File: src/hw/rtl/vvfe_pkg.sv
// shared constants, types and helper functions of the voxel face emitter
`default_nettype none

package vvfe_pkg;

  // world size in voxels along each axis
  localparam int SIZE_X = 16;
  localparam int SIZE_Y = 16;
  localparam int SIZE_Z = 16;

  localparam int CoordW   = 4;
  localparam int NumRows  = SIZE_X * SIZE_Y;
  localparam int RowAddrW = $clog2(NumRows);
  localparam int RowW     = SIZE_Z;
  localparam int ZIdxW    = $clog2(SIZE_Z);
  localparam int NumFaces = 6;
  localparam int FaceW    = 3;
  localparam int DataW    = 16;

  localparam logic CMD_WRITE = 1'b0;
  localparam logic CMD_QUERY = 1'b1;

  // face codes, also bit positions in a visibility mask
  localparam int FACE_XM = 0;
  localparam int FACE_XP = 1;
  localparam int FACE_YM = 2;
  localparam int FACE_YP = 3;
  localparam int FACE_ZM = 4;
  localparam int FACE_ZP = 5;

  // memory access step of the item in the issue stage
  typedef enum logic [2:0] {
    STEP_ROW,
    STEP_XM,
    STEP_XP,
    STEP_YM,
    STEP_YP,
    STEP_WB
  } step_e;

  // culled voxel waiting for the emitter
  typedef struct packed {
    logic                valid;
    logic [NumFaces-1:0] vis;
    logic [CoordW-1:0]   x;
    logic [CoordW-1:0]   y;
    logic [CoordW-1:0]   z;
  } face_res_t;

  function automatic logic in_world(input logic [CoordW-1:0] x,
                                    input logic [CoordW-1:0] y,
                                    input logic [CoordW-1:0] z);
    return (int'(x) < SIZE_X) && (int'(y) < SIZE_Y) && (int'(z) < SIZE_Z);
  endfunction

  // one memory row holds all z of one (x, y) column
  function automatic logic [RowAddrW-1:0] row_addr(input logic [CoordW-1:0] x,
                                                   input logic [CoordW-1:0] y);
    logic [31:0] a;
    a = 32'(x) * 32'(SIZE_Y) + 32'(y);
    return a[RowAddrW-1:0];
  endfunction

  function automatic logic [FaceW-1:0] first_face(input logic [NumFaces-1:0] mask);
    logic [FaceW-1:0] f;
    f = '0;
    for (int i = NumFaces - 1; i >= 0; i--) begin
      if (mask[i]) f = FaceW'(i);
    end
    return f;
  endfunction

  function automatic logic [NumFaces-1:0] drop_lowest(input logic [NumFaces-1:0] mask);
    return mask & (mask - NumFaces'(1));
  endfunction

endpackage

`default_nettype wire

File: src/hw/rtl/vvfe_emitter.sv
// output stage: walks a visibility mask and sends one face item per cycle while m_axis_tready is high
`default_nettype none

module vvfe_emitter import vvfe_pkg::*; (
  input  wire logic             clk_i,
  input  wire logic             rst_ni,
  input  wire face_res_t        res_i,
  output logic                  res_take_o,
  output logic                  m_axis_tvalid,
  input  wire logic             m_axis_tready,
  // face[2:0], face_x[6:3], face_y[10:7], face_z[14:11], zero pad[15]
  output logic      [DataW-1:0] m_axis_tdata,
  output logic                  m_axis_tlast
);

  logic                out_valid_q, out_valid_d;
  logic                out_last_q, out_last_d;
  logic [FaceW-1:0]    out_face_q, out_face_d;
  logic [CoordW-1:0]   out_x_q, out_x_d;
  logic [CoordW-1:0]   out_y_q, out_y_d;
  logic [CoordW-1:0]   out_z_q, out_z_d;
  logic [NumFaces-1:0] rem_q, rem_d;
  logic                out_free;

  assign out_free = !out_valid_q || m_axis_tready;

  always_comb begin
    out_valid_d = out_valid_q;
    out_last_d  = out_last_q;
    out_face_d  = out_face_q;
    out_x_d     = out_x_q;
    out_y_d     = out_y_q;
    out_z_d     = out_z_q;
    rem_d       = rem_q;
    res_take_o  = 1'b0;
    if (out_free) begin
      if (rem_q != '0) begin
        out_valid_d = 1'b1;
        out_face_d  = first_face(rem_q);
        rem_d       = drop_lowest(rem_q);
        out_last_d  = (drop_lowest(rem_q) == '0);
      end else if (res_i.valid) begin
        res_take_o  = 1'b1;
        out_valid_d = 1'b1;
        out_face_d  = first_face(res_i.vis);
        rem_d       = drop_lowest(res_i.vis);
        out_last_d  = (drop_lowest(res_i.vis) == '0);
        out_x_d     = res_i.x;
        out_y_d     = res_i.y;
        out_z_d     = res_i.z;
      end else begin
        out_valid_d = 1'b0;
      end
    end
  end

  always_ff @(posedge clk_i or negedge rst_ni) begin
    if (!rst_ni) begin
      out_valid_q <= 1'b0;
      rem_q       <= '0;
    end else begin
      out_valid_q <= out_valid_d;
      rem_q       <= rem_d;
    end
  end

  always_ff @(posedge clk_i) begin
    out_last_q <= out_last_d;
    out_face_q <= out_face_d;
    out_x_q    <= out_x_d;
    out_y_q    <= out_y_d;
    out_z_q    <= out_z_d;
  end

  assign m_axis_tvalid = out_valid_q;
  assign m_axis_tlast  = out_last_q;
  assign m_axis_tdata  = {1'b0, out_z_q, out_y_q, out_x_q, out_face_q};

  // faces still pending always sit behind a shown, non-final face
  a_rem_behind_valid: assert property (@(posedge clk_i) disable iff (!rst_ni)
    (rem_q != '0) |-> (out_valid_q && !out_last_q))
    else $error("pending faces without a shown face");

  a_not_last_has_rem: assert property (@(posedge clk_i) disable iff (!rst_ni)
    (out_valid_q && !out_last_q) |-> (rem_q != '0))
    else $error("non-final face with nothing left to send");

  a_take_when_drained: assert property (@(posedge clk_i) disable iff (!rst_ni)
    res_take_o |-> (rem_q == '0))
    else $error("new voxel taken while faces still pending");

endmodule

`default_nettype wire

File: config.mk
export PLATFORM = sky130hd
export DESIGN_NAME = vvfe_emitter
export DESIGN_NICKNAME = d
export VERILOG_FILES = /design/src/hw/rtl/vvfe_pkg.sv /design/src/hw/rtl/vvfe_emitter.sv
export SDC_FILE = /design/constraint.sdc
export NUM_CORES = 1
export LEC_CHECK = 0
export BUFFER_PORTS_ARGS = -buffer_cell sky130_fd_sc_hd__buf_4
export CORE_MARGIN = 5
export CORE_UTILIZATION = 41
export DETAILED_ROUTE_END_ITERATION = 6
export GPL_TIMING_DRIVEN = 0
export HOLD_SLACK_MARGIN = 0.06
export MAX_ROUTING_LAYER = met4
export PLACE_DENSITY = 0.74
export SYNTH_ARGS = -nofsm -noshare
export SYNTH_HDL_FRONTEND = slang
export SYNTH_SLANG_ARGS = --single-unit
File: constraint.sdc
create_clock -name clk_i -period 1.64 [get_ports clk_i]
set_input_delay 0 -clock clk_i [delete_from_list [all_inputs] [get_ports clk_i]]
set_output_delay 0 -clock clk_i [all_outputs]
set_load 0.005 [all_outputs]
# After elaboration in Yosys (flattened, before gate mapping)

Index checks and enable logic that the tools add are counted.

Add/subtract/negate cells: 2
Multiplexer cells: 22
Bitwise logic cells: 3
Reductions and logical operators: 8

Operators by type and width:

| operator            | count |
|---|---|
| $mux 3              | 14 |
| $and 6x6->6         | 2 |
| $logic_not 6->1     | 2 |
| $mux 6              | 2 |
| $sub 6x1->6 const B | 2 |
| $mux 1              | 6 |
| $reduce_bool 6->1   | 1 |
| $reduce_and 3->1    | 1 |
| $reduce_and 2->1    | 1 |
| $reduce_bool 2->1   | 1 |
| $logic_not 1->1     | 1 |
| $logic_or 1x1->1    | 1 |
| $not 1->1           | 1 |

Register bits after elaboration: 23
Input bits: 22
Logic and storage cells: 42

# Depth between registers and ports, before layout

Gate-level depths: netlist of run 1.

Depth in word-level cells: 8
Gate-level depth with buffers: 6
Gate-level depth less buffers: 5

# Worst setup path after synthesis of run 1

OpenSTA, ideal clock, no wires.

Kind: register to register
From: reg rem_q[2]
To: reg out_x_q[0] (enable)
Setup time: 0.375 ns
Arrival time: 1.273 ns
Path slack: -0.008 ns
Cell stages (with the launch flop): 5
Path buffers: 1
Clock period less this slack: 1.648 ns
Cell sequence: dfrtp_1 buf_6 nor3_1 nand3_1 nor2_2

Cells in the longest elaborated chain, start to end: 3

RTL lines:

| item                       | RTL line           | text |
|---|---|---|
| start, declared            | vvfe_emitter.sv:22 | `logic [NumFaces-1:0] rem_q, rem_d;` |
| start signal, assigned     | vvfe_emitter.sv:63 | `rem_q <= rem_d;` |
| $reduce_bool 6->1          | vvfe_emitter.sv:37 | `if (rem_q != '0) begin` |
| $not 1->1 (no line)        | --                 |  |
| $reduce_and 3->1 (no line) | --                 |  |
| end signal, assigned       | vvfe_emitter.sv:70 | `out_x_q <= out_x_d;` |
| end, declared              | vvfe_emitter.sv:19 | `logic [CoordW-1:0] out_x_q, out_x_d;` |

Every way passes these cells.
A chain may end at the register's enable or synchronous reset.

# Worst setup path after layout of run 1

From: reg rem_q[5]
To: out res_take_o

Cells in the longest elaborated chain, start to end: 3

RTL lines:

| item              | RTL line           | text |
|---|---|---|
| $reduce_bool 6->1 | vvfe_emitter.sv:37 |  |
| $mux 1            | vvfe_emitter.sv:37 |  |
| $mux 1            | vvfe_emitter.sv:36 | `if (out_free) begin` |
| end, declared     | vvfe_emitter.sv:8  | `output logic res_take_o,` |

Every way passes these cells.

==> results of run 1 <==
-- layer usage --
layer	vias up	share of wire [%]	GRT usage, %
met1	386	43	18.79
li1	420	-	-
met3	2	10	3.070
met2	48	47	24.24
met4	0	0.56	4.636
met5	-	0	-
-- cells by family (layout without fill, tap and decap cells) --
group                    count (synthesis)  count (layout)  share of synthesized area [%]
flip-flops                              22              22                          65.80
adder cells (fa/ha/maj)                  1               1                          1.175
AO/OA/AOI/OAI                           21              21                          14.23
buffers and inverters                    7              75                          4.046
AND/OR/NAND/NOR                         23              23                          12.40
multiplexers                             1               1                          1.044
XOR/XNOR                                 1               1                         0.9140
other                                    1               1                         0.3913
-- placed cells by master, fill, tap and decap left out, types with 2 or more instances in the layout --
| master | instances |
|---|---|
| nand2_1 | 7 |
| a21oi_1 | 8 |
| inv_1 | 3 |
| nor3_1 | 2 |
| nand3b_1 | 2 |
| o31ai_1 | 4 |
| nor3_2 | 2 |
| dfrtp_1 | 6 |
| nand3_1 | 2 |
| edfxtp_1 | 16 |
| clkbuf_4 | 3 |
| dlygate4sd3_1 | 22 |
| buf_4 | 42 |
| nor2_1 | 5 |
-- how the worst max path moves through the flow --
stage / startpoint / to / depth (start not counted)
floorplan: rem_q[2]$_DFFE_PN0P_ / out_x_q[0]$_DFFE_PP_ / 4
global placement: rem_q[2]$_DFFE_PN0P_ / rem_q[3]$_DFFE_PN0P_ / 6
detailed placement: rem_q[2]$_DFFE_PN0P_ / rem_q[3]$_DFFE_PN0P_ / 6
CTS: rem_q[2]$_DFFE_PN0P_ / res_take_o / 5
global route: rem_q[5]$_DFFE_PN0P_ / res_take_o / 4
finish: rem_q[5]$_DFFE_PN0P_ / res_take_o / 4
-- sequential cells by signal, summed over array words and instances (netlist names) --
name           flops
rem_q              5
out_x_q            4
out_y_q            4
out_z_q            4
out_face_q         3
m_axis_tlast       1
m_axis_tvalid      1
-- what timing repair did --
item / 4_1_cts / 5_1_grt
endpoints found under the setup margin: 15 / 14
pin swaps: 1 / 2
setup buffers: 2 / 1
hold endpoints to repair: 24 / 0
gates resized for setup: 0 / 1
hold buffers: 22 / 0
-- power by group through the flow --
stage | Clock (W) | Sequential, W | Combinational [W]
after floorplan | 0 | 0.000917 | 0.000420
after global placement | 0 | 0.000910 | 0.000741
after detailed placement | 0 | 0.000915 | 0.000747
after CTS | 0.000293 | 0.000901 | 0.000845
after global routing | 0.000310 | 0.000927 | 0.000941
final | 0.000282 | 0.000908 | 0.000866
-- tightest hold or removal path, stage by stage --
cell and delay [ns]:
buf_4 0.08, nor2b_1 0.03, clkbuf_1 0.22, nand2_1 0.13, o31ai_1 0.06
-- per-stage QoR --
| stage | power, W | setup WS [ns] | instances | hold WS, ns |
|---|---|---|---|---|
| 2_1_floorplan | 0.001337 | 0.1507 | 77 | -0.2956 |
| 3_3_place_gp | 0.001651 | -0.008961 | 144 | -0.1892 |
| 3_5_place_dp | 0.001662 | -0.03114 | 144 | -0.1881 |
| 4_1_cts | 0.002040 | 0.04205 | 172 | 0.2363 |
| 5_1_grt | 0.002178 | 0.02049 | 173 | 0.2935 |
| 6_report | 0.002055 | 0.09302 | 173 | 0.2516 |
-- area by class of cell --
class | instances | area [sq um] | share of cell area [%]
timing repair buffer | 64 | 548.0 | 34.52
clock buffer | 4 | 36.28 | 2.285
sequential | 22 | 630.6 | 39.72
multi-input combinational | 48 | 299.0 | 18.83
tap | 28 | 35.03 | 2.206
inverter | 3 | 11.26 | 0.7092
buffer | 4 | 27.53 | 1.734
==> impl_metrics.prom, run 1 <==
# TYPE chip_impl_metric gauge
chip_impl_metric{name="finalClockSkew",unit="ns"} 0.005037
chip_impl_metric{name="hold-path-cell-count",unit=""} 5
chip_impl_metric{name="clock_insertion_delay_worst_skew",unit="ns"} 0.30
chip_impl_metric{name="synth.distinct_cells",unit=""} 31
chip_impl_info{name="outcome",value="finished clean"} 1
chip_impl_info{name="worst-setup-path-type",value="flop to primary output"} 1
chip_impl_metric{name="timing.fmax",unit="GHz"} 0.6464
chip_impl_metric{name="cp.buffers_inverters",unit=""} 1
chip_impl_metric{name="fillCellCount",unit=""} 161
chip_impl_metric{name="final_nets",unit=""} 168
chip_impl_metric{name="switching_power",unit="W"} 0.0006339
chip_impl_metric{name="clock_tree.htree_level_count",unit=""} 1
chip_impl_metric{name="grt_use_total",unit="%"} 14.95
chip_impl_metric{name="syn_area_per_cell",unit="sq um"} 12.45
chip_impl_info{name="critPathSlowestCell",value="dfrtp_1"} 1
chip_impl_metric{name="synth-edff-count",unit=""} 16
chip_impl_metric{name="cts_sinks",unit=""} 22
chip_impl_info{name="ys.flop_type",value="edfxtp_1"} 1
chip_impl_metric{name="vdd_drop_max",unit="mV"} 0.9520
chip_impl_metric{name="horizontal_extent_of_the_die",unit="um"} 58.35
chip_impl_metric{name="internal_power",unit="W"} 0.001421
chip_impl_info{name="grt_setup_unrepaired",value="no"} 1
chip_impl_metric{name="data_arrival_time_of_the_critical_path",unit="ns"} 1.55
chip_impl_metric{name="synth.yosys.seq_area_share",unit="%"} 65.80
chip_impl_metric{name="crit_path_max_incr_delay",unit="ns"} 0.46
chip_impl_info{name="r2r_end",value="out_x_q[0]$_DFFE_PP_"} 1
chip_impl_metric{name="place.gp.congestion",unit=""} 0.8838
chip_impl_metric{name="ff_to_ff_path_depth",unit=""} 4
chip_impl_metric{name="synth.yosys.warnings",unit=""} 0
chip_impl_metric{name="clk_path_buf_depth",unit=""} 2
chip_impl_metric{name="post_route_cells_drive_above_1_share",unit="%"} 37.93
chip_impl_metric{name="netlist_area",unit="sq um"} 958.4
chip_impl_info{name="post-synth-top-area-cell",value="edfxtp_1"} 1
chip_impl_metric{name="cts_inserted_buffers",unit=""} 3
chip_impl_metric{name="die-height",unit="um"} 58.35
chip_impl_metric{name="asyncSetResetFlopFracSynth",unit="%"} 27.27
chip_impl_metric{name="p_leak",unit="nW"} 0.6745
chip_impl_metric{name="route.final.wire_length",unit="mm"} 2.310
chip_impl_metric{name="setup_viol",unit=""} 0
chip_impl_metric{name="dpl-instance-area",unit="sq mm"} 0.001291
chip_impl_metric{name="power.switching_fraction",unit="%"} 30.85
chip_impl_info{name="critPathCaptureType",value="primary output"} 1
chip_impl_metric{name="r2r_setup_slack",unit="ns"} 0.10
chip_impl_metric{name="grt_remaining_overflow",unit=""} 0
chip_impl_metric{name="post_synthesis_net_count",unit=""} 99
chip_impl_metric{name="grt_pass1_vias",unit=""} 837
chip_impl_metric{name="dr.first_iter.drc_count",unit=""} 15
chip_impl_metric{name="first_pass_iters",unit=""} 4
chip_impl_metric{name="dp.final_hpwl",unit="mm"} 1.574
chip_impl_metric{name="postSynthCellCount",unit=""} 77
chip_impl_metric{name="cts.reportedPaths.clkPinSlew",unit="ns"} 0.11
chip_impl_metric{name="seq_power_share",unit="%"} 44.2
chip_impl_metric{name="antennaDiodeCount",unit=""} 0
chip_impl_metric{name="largest_net_degree_at_the_start_of_global_routing",unit=""} 13
chip_impl_metric{name="finish.instance_area",unit="sq mm"} 0.001588
chip_impl_metric{name="remaining_drc_errors",unit=""} 0
chip_impl_metric{name="vias_per_cell",unit=""} 4.948
chip_impl_info{name="ys_top_cells_by_area",value="edfxtp_1, dfrtp_1, a21oi_1, o31ai_1, nand2_1"} 1
chip_impl_metric{name="route.antenna.remaining_nets",unit=""} 0
chip_impl_info{name="regToRegStartpoint",value="rem_q[5]$_DFFE_PN0P_"} 1
chip_impl_info{name="tritoncts",value="done"} 1
chip_impl_metric{name="synth.top_cell.area_share",unit="%"} 50.13
chip_impl_metric{name="drv_slew",unit=""} 0
chip_impl_info{name="timing.critical_path.cells",value="nor2_1 > nand3_1 > nor2_4 > buf_4"} 1
chip_impl_metric{name="maxCapViolations",unit=""} 0
chip_impl_metric{name="final_core_utilization",unit="%"} 71.78
chip_impl_metric{name="die_area",unit="sq mm"} 0.003405
chip_impl_metric{name="number_of_antenna_violations_at_the_first_check_in_global_routing",unit=""} 0
chip_impl_info{name="worst_hold_path.endpoint",value="rem_q[1]$_DFFE_PN0P_"} 1
chip_impl_info{name="cts_root_buffer",value="clkbuf_4"} 1
chip_impl_metric{name="wire_per_inst",unit="um"} 13.35
chip_impl_info{name="min_from",value="m_axis_tready"} 1
chip_impl_metric{name="crit_fanout",unit=""} 5
chip_impl_metric{name="synth-seq-cells",unit=""} 22
chip_impl_metric{name="clock_power_share",unit="%"} 13.7
chip_impl_metric{name="area.growth.synth_to_final",unit="%"} 65.67
chip_impl_metric{name="timing.setup.tns",unit="ns"} 0
chip_impl_metric{name="floorplan.initialDensity",unit="%"} 43.33
chip_impl_info{name="cp-start-kind",value="flop"} 1
chip_impl_metric{name="layout_min_cycle_time",unit="ns"} 1.547
chip_impl_metric{name="fin_crit_sh",unit="%"} 94.33
chip_impl_info{name="yosysMostFrequentCell",value="edfxtp_1"} 1
chip_impl_metric{name="cellPowerDensity",unit="mW/mm^2"} 1294
chip_impl_metric{name="global_route_wire_length_before_repair",unit="mm"} 3.795
chip_impl_metric{name="required",unit="ns"} 1.64
chip_impl_metric{name="port_buffers",unit=""} 39
chip_impl_metric{name="floorplan_core_area",unit="sq mm"} 0.002212
chip_impl_info{name="worst_hold_path_type",value="input port to flop"} 1
chip_impl_metric{name="design.portCount",unit=""} 41
chip_impl_metric{name="route.vias.total",unit=""} 856
chip_impl_info{name="crit_family",value="simple AND/OR/NAND/NOR gates"} 1
chip_impl_metric{name="hold_viol_final",unit=""} 0
chip_impl_info{name="post_synth_most_frequent_cells",value="edfxtp_1, a21oi_1, nand2_1, dfrtp_1, nor2_1"} 1
chip_impl_metric{name="power.share.combinational",unit="%"} 42.1
chip_impl_metric{name="rows",unit=""} 17
(Power assumes the default switching activity.)
==> run 2: changes to the inputs <==
--- a/config.mk
+++ b/config.mk
@@ -6,13 +6,17 @@
 export NUM_CORES = 1
 export LEC_CHECK = 0
 export BUFFER_PORTS_ARGS = -buffer_cell sky130_fd_sc_hd__buf_4
+export CELL_PAD_IN_SITES_DETAIL_PLACEMENT = 1
+export CELL_PAD_IN_SITES_GLOBAL_PLACEMENT = 2
 export CORE_MARGIN = 5
-export CORE_UTILIZATION = 41
+export CORE_UTILIZATION = 25
+export CTS_CLUSTER_DIAMETER = 100
 export DETAILED_ROUTE_END_ITERATION = 6
 export GPL_TIMING_DRIVEN = 0
 export HOLD_SLACK_MARGIN = 0.06
 export MAX_ROUTING_LAYER = met4
-export PLACE_DENSITY = 0.74
+export PLACE_DENSITY = 0.73
+export SETUP_SLACK_MARGIN = 0.3
 export SYNTH_ARGS = -nofsm -noshare
 export SYNTH_HDL_FRONTEND = slang
 export SYNTH_SLANG_ARGS = --single-unit
==> impl_metrics.prom, run 2 (synthesis gave the netlist of run 1 again) <==
# TYPE chip_impl_metric gauge
chip_impl_metric{name="cts_inserted_buffers",unit=""} 3
chip_impl_metric{name="route.final.wire_length",unit="mm"} 2.640
chip_impl_metric{name="clk_path_buf_depth",unit=""} 2
chip_impl_metric{name="remaining_drc_errors",unit=""} 0
chip_impl_metric{name="vdd_drop_max",unit="mV"} 0.5686
chip_impl_metric{name="place.gp.congestion",unit=""} 0.8042
chip_impl_info{name="layout_commonest_cell",value="buf_4"} 1
chip_impl_metric{name="internal_power",unit="W"} 0.001724
chip_impl_metric{name="switching_power",unit="W"} 0.0007367
chip_impl_metric{name="die-height",unit="um"} 71.92
chip_impl_info{name="worst_hold_path_type",value="input port to flop"} 1
chip_impl_metric{name="horizontal_extent_of_the_die",unit="um"} 71.92
chip_impl_info{name="outcome",value="finished clean"} 1
chip_impl_info{name="cp-start-kind",value="flop"} 1
chip_impl_metric{name="floorplan.initialDensity",unit="%"} 25.98
chip_impl_metric{name="grt_remaining_overflow",unit=""} 0
chip_impl_metric{name="finalPower",unit="W"} 0.002460
chip_impl_metric{name="drv_slew",unit=""} 0
chip_impl_metric{name="die_area",unit="sq mm"} 0.005172
chip_impl_metric{name="wire_per_inst",unit="um"} 13.54
chip_impl_info{name="timing.critical_path.cells",value="buf_6 > buf_4 > buf_4 > o31ai_1 > a21oi_2"} 1
chip_impl_info{name="layout.cells.most_common_list",value="buf_4, dlygate4sd3_1, edfxtp_1, a21oi_1, nand2_1"} 1
chip_impl_metric{name="route.vias.total",unit=""} 872
chip_impl_metric{name="clock_tree.htree_level_count",unit=""} 1
chip_impl_metric{name="timing.setup.tns",unit="ns"} 0
chip_impl_metric{name="data_arrival_time_of_the_critical_path",unit="ns"} 1.46
chip_impl_metric{name="grt_use_total",unit="%"} 10.96
chip_impl_metric{name="timing.fmax",unit="GHz"} 0.6834
chip_impl_metric{name="finalClockSkew",unit="ns"} 0.002923
chip_impl_metric{name="first_pass_iters",unit=""} 4
chip_impl_metric{name="fin_crit_sh",unit="%"} 89.22
chip_impl_metric{name="power.switching_fraction",unit="%"} 29.94
chip_impl_metric{name="seq_power_share",unit="%"} 37.7
chip_impl_info{name="crit_family",value="compound AO/OA/AOI/OAI gates"} 1
chip_impl_info{name="cts_root_buffer",value="clkbuf_8"} 1
chip_impl_metric{name="clock_power_share",unit="%"} 19.6
chip_impl_metric{name="place.detailed.instances",unit=""} 164
chip_impl_metric{name="crit_path_max_incr_delay",unit="ns"} 0.38
chip_impl_metric{name="post_route_cells_drive_above_1_share",unit="%"} 45.58
chip_impl_info{name="grt_setup_unrepaired",value="yes"} 1
chip_impl_metric{name="global_route_wire_length_before_repair",unit="mm"} 4.298
chip_impl_metric{name="rows",unit=""} 22
chip_impl_info{name="critPathSlowestCell",value="dfrtp_1"} 1
chip_impl_metric{name="port_buffers",unit=""} 39
chip_impl_metric{name="route.antenna.remaining_nets",unit=""} 0
chip_impl_metric{name="number_of_antenna_violations_at_the_first_check_in_global_routing",unit=""} 0
chip_impl_metric{name="dp.final_hpwl",unit="mm"} 1.919
chip_impl_metric{name="finalNonFillerCells",unit=""} 195
chip_impl_metric{name="antennaDiodeCount",unit=""} 0
chip_impl_metric{name="vias_per_cell",unit=""} 4.472
chip_impl_metric{name="maxCapViolations",unit=""} 0
chip_impl_metric{name="final_nets",unit=""} 170
chip_impl_metric{name="cellPowerDensity",unit="mW/mm^2"} 1428
chip_impl_metric{name="clock_insertion_delay_worst_skew",unit="ns"} 0.25
chip_impl_metric{name="p_leak",unit="nW"} 0.7182
chip_impl_metric{name="cp.buffers_inverters",unit=""} 3
chip_impl_metric{name="finish.instance_area",unit="sq mm"} 0.001723
chip_impl_metric{name="required",unit="ns"} 1.64
chip_impl_metric{name="largest_register_ff_count",unit=""} 5
chip_impl_metric{name="cts_sinks",unit=""} 22
chip_impl_metric{name="layout_min_cycle_time",unit="ns"} 1.463
chip_impl_info{name="crit_path_frequent_cell",value="buf_4"} 1
chip_impl_info{name="register_containing_the_most_flip_flops_in_the_final_layout",value="rem_q"} 1
chip_impl_metric{name="largest_net_degree_at_the_start_of_global_routing",unit=""} 14
chip_impl_info{name="tritoncts",value="done"} 1
chip_impl_metric{name="cts.reportedPaths.clkPinSlew",unit="ns"} 0.07
chip_impl_metric{name="floorplan_core_area",unit="sq mm"} 0.003689
chip_impl_metric{name="grt_pass1_vias",unit=""} 900
chip_impl_metric{name="crit_fanout",unit=""} 4
chip_impl_metric{name="setup_viol",unit=""} 0
chip_impl_metric{name="power.share.combinational",unit="%"} 42.7
chip_impl_metric{name="design.portCount",unit=""} 41
chip_impl_metric{name="dpl-instance-area",unit="sq mm"} 0.001341
chip_impl_info{name="worst-setup-path-type",value="flop to flop"} 1
chip_impl_metric{name="area.growth.synth_to_final",unit="%"} 79.76
chip_impl_metric{name="dr.first_iter.drc_count",unit=""} 25
chip_impl_metric{name="hold_viol_final",unit=""} 0
chip_impl_info{name="critPathCaptureType",value="flop"} 1
==> run 2: changes by cell type in the layout (fill, tap and decap cells not counted), sizes merged <==
cell         before  now
clkbuf            5    4
bufinv            0    1
dlygate4sd3      22   19
buf              45   50
==> run 2: metrics by stage <==
stage	setup WS (ns)	util [%]	hold WS [ns]
after detailed placement	0.03578	36.36	-0.1823
after CTS	0.1976	45.62	0.07055
after floorplan	0.2239	-	-0.2956
final	0.1767	46.71	0.07290
after global routing	0.1163	46.71	0.09330
after global placement	0.06277	36.36	-0.1836
==> run 2: power by group through the flow <==
stage / combinational [W] / clock [W] / sequential (W)
after detailed placement: 0.000810 / 0 / 0.000928
after global routing: 0.00115 / 0.000540 / 0.000945
after global placement: 0.000801 / 0 / 0.000924
after CTS: 0.00100 / 0.000498 / 0.000925
final: 0.00105 / 0.000482 / 0.000929
after floorplan: 0.000460 / 0 / 0.000927
==> run 2: timing repair <==
item	4_1_cts	5_1_grt
hold endpoints to repair	23	0
endpoints found under the setup margin	22	24
hold buffers	19	0
gates resized for setup	5	5
buffers inserted	7	1
pin swaps	4	3
==> run 2: layout make-up <==
cell class	count	area [sq um]
Buffer	4	35.03
Clock buffer	3	41.29
Clock inverter	1	30.03
Fill cell	398	1966
Inverter	3	11.26
Multi-Input combinational cell	48	350.3
Sequential cell	22	631.9
Tap cell	48	60.06
Timing Repair Buffer	66	563.0
==> run 2: path summary, 6_finish.rpt <==
path,start,to,slack (ns),depth (start not counted)
setup / recovery,rem_q[1]$_DFFE_PN0P_,m_axis_tlast$_DFFE_PP_,0.18,5
hold / removal,res_i[17],rem_q[5]$_DFFE_PN0P_,0.07,3
setup reg to reg,rem_q[1]$_DFFE_PN0P_,m_axis_tlast$_DFFE_PP_,0.18,5
hold reg to reg,rem_q[3]$_DFFE_PN0P_,rem_q[3]$_DFFE_PN0P_,0.63,2
max in group asynchronous,rst_ni,rem_q[3]$_DFFE_PN0P_,1.42,2
min in group asynchronous,rst_ni,rem_q[4]$_DFFE_PN0P_,0.09,2
==> run 2: worst reg2reg max path: stages (launching register included) <==
cell	delay [ns]
dfrtp_1	0.38
buf_6	0.13
buf_4	0.13
buf_4	0.13
o31ai_1	0.37
a21oi_2	0.09
==> run 2: routing by layer <==
| metal | up-vias | part of all wire (%) | global-route usage [%] |
|---|---|---|---|
| met2 | 40 | 47 | 18.06 |
| met4 | 0 | 0.53 | 3.549 |
| met5 | - | 0 | - |
| met1 | 403 | 44 | 13.39 |
| li1 | 427 | - | - |
| met3 | 2 | 8.8 | 2.355 |
